[config.mk]
export PLATFORM = sky130hd
export DESIGN_NAME = fti_ctrl
export DESIGN_NICKNAME = d
export VERILOG_FILES = /design/src/rtl/core/fti_pkg.sv /design/src/rtl/core/fti_ctrl.sv
export SDC_FILE = /design/constraint.sdc
export NUM_CORES = 1
export LEC_CHECK = 0
export BUFFER_PORTS_ARGS = -buffer_cell sky130_fd_sc_hd__buf_2
export CAP_MARGIN = 20
export CELL_PAD_IN_SITES_DETAIL_PLACEMENT = 1
export CELL_PAD_IN_SITES_GLOBAL_PLACEMENT = 1
export CORE_MARGIN = 3
export CORE_UTILIZATION = 25
export DETAILED_ROUTE_END_ITERATION = 6
export GPL_ROUTABILITY_DRIVEN = 0
export GPL_TIMING_DRIVEN = 0
export PLACE_DENSITY_LB_ADDON = 0.05
export RECOVER_POWER = 25
export SLEW_MARGIN = 40
export SYNTH_ARGS = -nofsm -noshare
export SYNTH_HDL_FRONTEND = slang
export SYNTH_SLANG_ARGS = --single-unit
[constraint.sdc]
create_clock -name clk -period 1.84 [get_ports clk]
set_input_delay 0.184 -clock clk [delete_from_list [all_inputs] [get_ports clk]]
set_output_delay 0.184 -clock clk [all_outputs]
set_load 0.01 [all_outputs]
[src/rtl/core/fti_pkg.sv]
// shared constants, types and controller encoding for the fisher transform block
`default_nettype none
package fti_pkg;

	localparam int MAX_WINDOW = 64;
	localparam int SLOT_W     = $clog2(MAX_WINDOW);
	localparam int LEN_W      = SLOT_W + 1;
	localparam int MID_W      = 33;
	localparam int FISH_W     = 21;
	localparam int LEVEL_W    = 18;

	localparam logic [LEN_W-1:0] LEN_RESET = LEN_W'(10);

	localparam logic signed [LEVEL_W-1:0] COEF_NEW    = 18'sd43254;
	localparam logic signed [LEVEL_W-1:0] COEF_OLD    = 18'sd43909;
	localparam logic signed [21:0]        CLIP_THRESH = 22'sd64881;
	localparam logic signed [LEVEL_W-1:0] CLIP_VALUE  = 18'sd65470;
	localparam logic signed [61:0]        HALF_LN2    = 62'sd1488522236;
	localparam logic signed [25:0]        FISH_MAX    = 26'sd1048575;
	localparam logic signed [25:0]        FISH_MIN    = -26'sd1048576;

	typedef enum logic [3:0] {
		ST_IDLE,
		ST_WRITE,
		ST_SCAN,
		ST_PREP,
		ST_DIV,
		ST_MUL,
		ST_SMOOTH,
		ST_LNORM_A,
		ST_LSQ_A,
		ST_LNORM_B,
		ST_LSQ_B,
		ST_ATANH,
		ST_FISH,
		ST_OUT
	} state_t;

	typedef struct packed {
		logic load;
		logic write;
		logic scan;
		logic prep;
		logic div;
		logic mul;
		logic smooth;
		logic lnorm;
		logic lsq;
		logic log_sel;
		logic atanh;
		logic fish;
		logic emit;
	} cmd_t;

	typedef struct packed {
		logic need_scan;
		logic full_next;
		logic scan_done;
		logic full;
		logic div_last;
		logic log_last;
		logic out_free;
	} st_t;

endpackage
`default_nettype wire

[src/rtl/core/fti_ctrl.sv]
// sequencer for window update, rescan, divide, log and output steps
`default_nettype none
module fti_ctrl import fti_pkg::*; (
	input  wire logic clk,
	input  wire logic arst_n,
	input  wire logic in_valid,
	output logic      in_ready,
	input  wire st_t  st,
	output cmd_t      cmd
);

	state_t state_q, state_d;

	always_ff @(posedge clk or negedge arst_n) begin
		if (!arst_n) begin
			state_q <= ST_IDLE;
		end else begin
			state_q <= state_d;
		end
	end

	always_comb begin
		state_d = state_q;
		case (state_q)
			ST_IDLE: begin
				if (in_valid) state_d = ST_WRITE;
			end
			ST_WRITE: begin
				if (st.need_scan) state_d = ST_SCAN;
				else if (st.full_next) state_d = ST_PREP;
				else state_d = ST_IDLE;
			end
			ST_SCAN: begin
				if (st.scan_done) state_d = st.full ? ST_PREP : ST_IDLE;
			end
			ST_PREP: state_d = ST_DIV;
			ST_DIV: begin
				if (st.div_last) state_d = ST_MUL;
			end
			ST_MUL:     state_d = ST_SMOOTH;
			ST_SMOOTH:  state_d = ST_LNORM_A;
			ST_LNORM_A: state_d = ST_LSQ_A;
			ST_LSQ_A: begin
				if (st.log_last) state_d = ST_LNORM_B;
			end
			ST_LNORM_B: state_d = ST_LSQ_B;
			ST_LSQ_B: begin
				if (st.log_last) state_d = ST_ATANH;
			end
			ST_ATANH: state_d = ST_FISH;
			ST_FISH:  state_d = ST_OUT;
			ST_OUT: begin
				if (st.out_free) state_d = ST_IDLE;
			end
			default: state_d = ST_IDLE;
		endcase
	end

	always_comb begin
		cmd      = '0;
		in_ready = 1'b0;
		case (state_q)
			ST_IDLE: begin
				in_ready = 1'b1;
				cmd.load = in_valid;
			end
			ST_WRITE:  cmd.write  = 1'b1;
			ST_SCAN:   cmd.scan   = 1'b1;
			ST_PREP:   cmd.prep   = 1'b1;
			ST_DIV:    cmd.div    = 1'b1;
			ST_MUL:    cmd.mul    = 1'b1;
			ST_SMOOTH: cmd.smooth = 1'b1;
			ST_LNORM_A: cmd.lnorm = 1'b1;
			ST_LSQ_A:   cmd.lsq   = 1'b1;
			ST_LNORM_B: begin
				cmd.lnorm   = 1'b1;
				cmd.log_sel = 1'b1;
			end
			ST_LSQ_B: begin
				cmd.lsq     = 1'b1;
				cmd.log_sel = 1'b1;
			end
			ST_ATANH: cmd.atanh = 1'b1;
			ST_FISH:  cmd.fish  = 1'b1;
			ST_OUT:   cmd.emit  = st.out_free;
			default: cmd = '0;
		endcase
	end

endmodule
`default_nettype wire

# Word-level counts from Yosys, hierarchy flattened
# Cells that the tools add are included.
dict set report totals {
  output_inout_bits 14
  ff_bits 4
  wordCells 49
  input_bits 10
}
dict set report classes {
  eq_ne 19
  n_mux 24
  reduce_logical 5
}
# op n
set ops {}
lappend ops {{$pmux 4 s14} 1}
lappend ops {{$eq 4x4->1 const B} 6}
lappend ops {{$mux 4} 6}
lappend ops {{$eq 4x3->1 const B} 4}
lappend ops {{$mux 1} 14}
lappend ops {{$ne 2x2->1 const B} 6}
lappend ops {{$eq 4x2->1 const B} 2}
lappend ops {{$mux 2} 3}
lappend ops {{$reduce_and 6->1} 1}
lappend ops {{$reduce_or 2->1} 3}
lappend ops {{$eq 4x1->1 const B} 1}
lappend ops {{$logic_not 4->1} 1}

# Depth between registers and ports, before layout
# Gate-level depths: netlist (run 1).
dict set report depth {
  depth_word 3
  depth_mapped 5
  ltp_nobuf 4
}

# Worst setup path after synthesis (run 1)
# Ideal clock, no wire load.
dict set report synth_timing {
  path_type {register to output}
  start {reg state_q[0]}
  end {out cmd[12] in the netlist's numbering}
  setup_slack_ns 0.298
  path_stages_with_launch 4
  n_path_buf 1
  t_required_ns 1.656
  t_arrival_ns 1.358
  path_cell_list {dfrtp_1 > clkbuf_1 > nor4_1 > and2_1}
}
# item line_no
set synth_lines {}
lappend synth_lines {{from (decl)} fti_ctrl.sv:12} ;# state_t state_q, state_d;
lappend synth_lines {{from (signal assigned)} fti_ctrl.sv:18} ;# state_q <= state_d;
lappend synth_lines {{to (decl)} fti_ctrl.sv:9} ;# output cmd_t cmd

==> key figures, run 1 <==
Yosys
  – Synth top area share: 0.2388
  – Synth unique cells: 24
  – Sequential share of the synthesized area: 0.2388
  – Syn avg cell area: 7.227 um2
  – Ys async rst share: 1.000
  – Dominant cell type by area after synthesis: dfrtp_1
  – Syn Nets: 68
  – Synth Instances: 58
  – Prevailing post-synth register cell: dfrtp_1
  – Syn Std Cell Area: 419.2 um2
  – Top cells by area, synth: dfrtp_1 24%, nor3_1 9.6%, mux2i_1 7.2%, a21oi_1 6.0%, and2_1 4.5%
  – Post-synth EDFFs: 0
  – Synth Register Bits: 4
  – Ys Warns: 0

Timing
  – Final worst path period share: 0.9157
  – RSZ-0062 raised after global routing: no
  – Highest clock rate: 0.5935 GHz
  – Final setup violation count: 0
  – Min Hold Slack: 0.2102 ns
  – Worst Tran Pin Value: 0.4613 ns
  – Max-slew headroom: 0.6925
  – Min Tclk post-route: 1.685 ns
  – Max-slew violation count: 0
  – Final Hold Viols: 0
  – Fin Setup TNS: 0 ns
  – Clk_skew: 0.001784 ns

Final layout
  – Largest reg by FF count: state_q
  – Area of the multi-input gates: 284.0 um2
  – Fill cell count: 215
  – Nets: 97
  – Total area of sequential cells: 100.1 um2
  – Diode count: 0
  – Commonest non-fill, non-tap cell in the layout: buf_2
  – Max reg flops: 4
  – Area Overhead vs Synth: 41.19%
  – Regs by FF count: state_q: 4 flops
  – Final core utilization: 0.3839
  – Most frequent cells in the layout: 25 x buf_2, 8 x nor3_1, 5 x a21oi_1, 5 x nor2_1
  – Ratio of cells with drive above 1 in the final layout: 0.3882

Status
  – Status: finished clean

Clock network
  – Post-CTS setup buffer count: 0
  – CTS H-tree depth: 1
  – Root buffer cell: clkbuf_4
  – Worst-skew pair later-pin latency: 0.24 ns
  – CTS Buf Count: 3
  – Worst-path clk slew: 0.04 ns
  – CTS max path bufs: 2
  – Clock sink total: 4
  – CTS tree: built

Detailed routing
  – Detailed-route DRC error count: 0
  – Routed wire per std cell: 13.23 um
  – DR iter-0 viols: 3
  – DR vias/cell: 5.119
  – Post-Route WL: 1336 um
  – Final ANT Viol Nets: 0
  – Initial DRT Pass Iterations: 4
  – Total number of vias: 517

Die
  – FP Rows: 14
  – IO Count: 24
  – Die Footprint: 2204 um2
  – Core area: 1541 um2
  – Starting Density: 0.2719
  – Die X: 46.95 um
  – Chip height: 46.95 um

Setup path
  – Critical path peak fanout: 10
  – Crit path DAT: 1.50 ns
  – Critical path launch point type: register
  – CP startpoint: state_q[0]
  – Reg-to-reg startpoint: state_q[3]
  – Worst endpoint required time: 1.66 ns
  – R2r worst-path depth: 5
  – Setup CP Type: reg2out
  – Crit. End Element: output port

GRT
  – Grt met2 use: 0.2060
  – Grt peak-use layer: met2
  – Initial antenna violation count: 0
  – First-pass GRT wire length: 2104 um
  – Global route total overflow: 0
  – Met1 global-route usage: 0.1831
  – Vias in the first global route: 478
  – Total GRT Usage: 0.1374
  – GR Layer Usage met3: 0.05747
  – Largest net degree at the start of global routing: 11

Power and ir drop
  – Power per Cell Area: 1534 nW/um2
  – Peak VDD IR: 0.0004194 V
  – Pleak: 0.0002966 uW

Flow run
  – Max-Cap Viols: 0

Min path
  – WHS Path Cells: 2
  – HP Class: in2reg
  – Hold path start: st[0]

Placement
  – DP HPWL: 1041 um
  – Port-buffer cells: 23
layer usage:
| metal | up-vias | share of wire |
|---|---|---|
| met5 | - | 0 |
| met4 | 0 | 0.0067 |
| met3 | 2 | 0.088 |
| met2 | 19 | 0.44 |
| met1 | 233 | 0.47 |
| li1 | 263 | - |
timing repair:
item | 4_1_cts | 5_1_grt
hold buffers | 1 | 0
endpoints found under the hold margin | 4 | 0
setup endpoints to repair | 0 | 1
resized for setup | 0 | 1
where the power goes:
part	switching (uW)	internal, uW
combinational	376	257
sequential	40.6	127
clock	35.1	72.9
total	452	457
cell usage after synthesis (all sizes together) (2+ instances only):
library cell,count
a21oi,5
and2,3
buf,4
dfrtp,4
inv,3
mux2i,3
nand2,5
nand2b,3
nand3,3
nor2,5
nor3,8
nor4,2
o21ai,3
critical path, cell delays in order (launching register included):
cell      delay, ns
dfrtp_1        0.42
clkbuf_1       0.26
nor4_2         0.31
and2_1         0.15
buf_2          0.12
stage by stage:
| step | cells | total power, uW | worst slack (ns) | instance area, um2 |
|---|---|---|---|---|
| floorplan | 58 | 609.6 | 0.2976 | 419.2 |
| global placement | 97 | 805.2 | 0.3456 | 554.3 |
| detailed placement | 97 | 799.2 | 0.3379 | 554.3 |
| CTS | 101 | 917.3 | 0.07353 | 586.8 |
| global route | 101 | 1002 | 0.03279 | 591.8 |
| finish | 101 | 908.1 | 0.1551 | 591.8 |
layout make-up:
| type | count | area share |
|---|---|---|
| repair buffers | 24 | 0.2093 |
| clock buffers | 3 | 0.03805 |
| well taps | 16 | 0.03383 |
| flip-flops and latches | 4 | 0.1691 |
| inverters | 3 | 0.01903 |
| multi-input cells | 46 | 0.4799 |
| plain buffers | 5 | 0.05074 |
kinds of logic after synthesis:
group,after synthesis,synth area share
buffers and inverters,8,0.09848
AND/OR/NAND/NOR,30,0.3702
flip-flops,4,0.2388
multiplexers,4,0.09851
AO/OA/AOI/OAI,12,0.1940
worst paths after layout:
| check | endpoint | slack, ns |
|---|---|---|
| worst max-delay path | cmd[12] | 0.16 |
| worst min-delay path | state_q[0] | 0.21 |
| worst max register to register | state_q[0] | 0.40 |
| worst min register to register | state_q[2] | 0.70 |
| max in group asynchronous | state_q[3] | 1.33 |
| min in group asynchronous | state_q[0] | 0.32 |
Note: power is estimated with default switching activity, not from simulation.
==> run 2, diff against run 1 <==
MAX_ROUTING_LAYER = met4   (was default)
==> run 2 against run 1 <==
Critical path depth did not move. Clock skew did not move. Largest cell class unchanged. Critical endpoint unchanged. Die area did not move. Non-clock buffer count did not move.
==> key figures, run 2 (synthesis results as in run 1) <==
Status
  – Status: finished clean

Final layout
  – Regs by FF count: state_q: 4 flops
  – Commonest non-fill, non-tap cell in the layout: buf_2
  – Nets: 97
  – Non-filler cells, final: 101
  – Largest reg by FF count: state_q
  – Most frequent cells in the layout: 25 x buf_2, 8 x nor3_1, 5 x a21oi_1, 5 x nor2_1
  – Max reg flops: 4
  – Final core utilization: 0.3839
  – Ratio of cells with drive above 1 in the final layout: 0.3882
  – Diode count: 0
  – Area Overhead vs Synth: 41.19%
  – Fill cell count: 215

Min path
  – Hold EP: state_q[0]
  – WHS Path Cells: 2
  – HP Class: in2reg
  – Hold path start: st[0]

GRT
  – First-pass GRT wire length: 2104 um
  – Largest net degree at the start of global routing: 11
  – Total GRT Usage: 0.1418
  – Vias in the first global route: 478
  – Initial antenna violation count: 0
  – Global route total overflow: 0

Power and ir drop
  – Pleak: 0.0002966 uW
  – Power per Cell Area: 1534 nW/um2
  – Peak VDD IR: 0.0004194 V
  – Power consumption: 908.0 uW

Detailed routing
  – Met3 WL: 117 um
  – Detailed-route DRC error count: 0
  – DR WL met2: 584 um
  – Routed wire per std cell: 13.23 um
  – Final ANT Viol Nets: 0
  – Total number of vias: 517
  – Initial DRT Pass Iterations: 4
  – Metal1 wirelength: 624 um
  – DR iter-0 viols: 3
  – DR top layer: met4
  – DR vias/cell: 5.119
  – Post-Route WL: 1336 um

Die
  – Starting Density: 0.2719
  – IO Count: 24
  – Die Footprint: 2204 um2
  – Die X: 46.95 um
  – FP Rows: 14
  – Core area: 1541 um2
  – Chip height: 46.95 um

Placement
  – Post-Place Worst Slack: 0.3379 ns
  – Total placed cells including tap cells: 97
  – Port-buffer cells: 23
  – DP HPWL: 1041 um

Clock network
  – Worst-path clk slew: 0.04 ns
  – CTS H-tree depth: 1
  – CTS tree: built
  – Clock sink total: 4
  – CTS max path bufs: 2
  – Root buffer cell: clkbuf_4
  – Post-CTS setup buffer count: 0
  – CTS Buf Count: 3
  – Worst-skew pair later-pin latency: 0.24 ns

Setup path
  – Critical path launch point type: register
  – Reg-to-reg startpoint: state_q[3]
  – Setup CP Type: reg2out
  – R2r worst-path depth: 5
  – Critical path peak fanout: 10
  – Worst endpoint required time: 1.66 ns
  – Crit. End Element: output port
  – R2R Setup Slk: 0.40 ns
  – R2R Path End: state_q[0]
  – Crit path DAT: 1.50 ns

Timing
  – Final worst path period share: 0.9156
  – Worst Tran Pin Value: 0.4612 ns
  – Final setup margin: 0.1552 ns
  – Min Tclk post-route: 1.685 ns
  – Max-slew violation count: 0
  – Max-slew headroom: 0.6926
  – Highest clock rate: 0.5936 GHz
  – Fin Setup TNS: 0 ns
  – RSZ-0062 raised after global routing: no
  – Final Hold Viols: 0
  – Final setup violation count: 0
  – Clk_skew: 0.001784 ns

Flow run
  – Max-Cap Viols: 0
==> run 2: cell counts in the layout (fill, tap and decap cells not counted) <==
No cell type changed its count.
==> run 2: per-stage QoR <==
step | hold slack, ns | instance area (um2)
after floorplan | -0.1116 | 419.2
after global placement | -0.01035 | 554.3
after detailed placement | -0.007036 | 554.3
after CTS | 0.2073 | 586.8
after global routing | 0.2053 | 591.8
final | 0.2102 | 591.8
==> run 2: cell type report <==
cell class                      instances  area, um2  share of cell area
Timing Repair Buffer                   24      123.9              0.2093
Inverter                                3      11.26             0.01903
Multi-Input combinational cell         46      284.0              0.4799
Clock buffer                            3      22.52             0.03805
Tap cell                               16      20.02             0.03383
Buffer                                  5      30.03             0.05074
Sequential cell                         4      100.1              0.1691
==> run 2: repair_timing <==
item,CTS,global route
resized for setup,0,1
endpoints found under the hold margin,4,0
hold buffers,1,0
endpoints found under the setup margin,0,1
==> run 2: critical path: stages, from the launching register on <==
cell,delay (ns)
dfrtp_1,0.42
clkbuf_1,0.26
nor4_2,0.31
and2_1,0.15
buf_2,0.12
==> run 2: where the power goes <==
group	internal (uW)	switching [uW]	total, uW
Combinational	257	376	633
Sequential	127	40.5	168
Clock	72.9	35.1	108
Total	457	451	908
==> run 2: layer usage <==
metal / up-vias / GRT usage
li1: 263 / -
met1: 233 / 0.1831
met2: 19 / 0.2060
met3: 2 / 0.05747
met4: 0 / 0.03315
met5: - / -
==> run 2: worst max path at each step <==
stage / slack (ns) / endpoint / from
2_1_floorplan: 0.30 / cmd[12] / state_q[0]
3_3_place_gp: 0.35 / cmd[12] / state_q[0]
3_5_place_dp: 0.34 / cmd[12] / state_q[0]
4_1_cts: 0.07 / cmd[12] / state_q[0]
5_1_grt: 0.03 / cmd[9] / state_q[0]
6_report: 0.16 / cmd[12] / state_q[0]
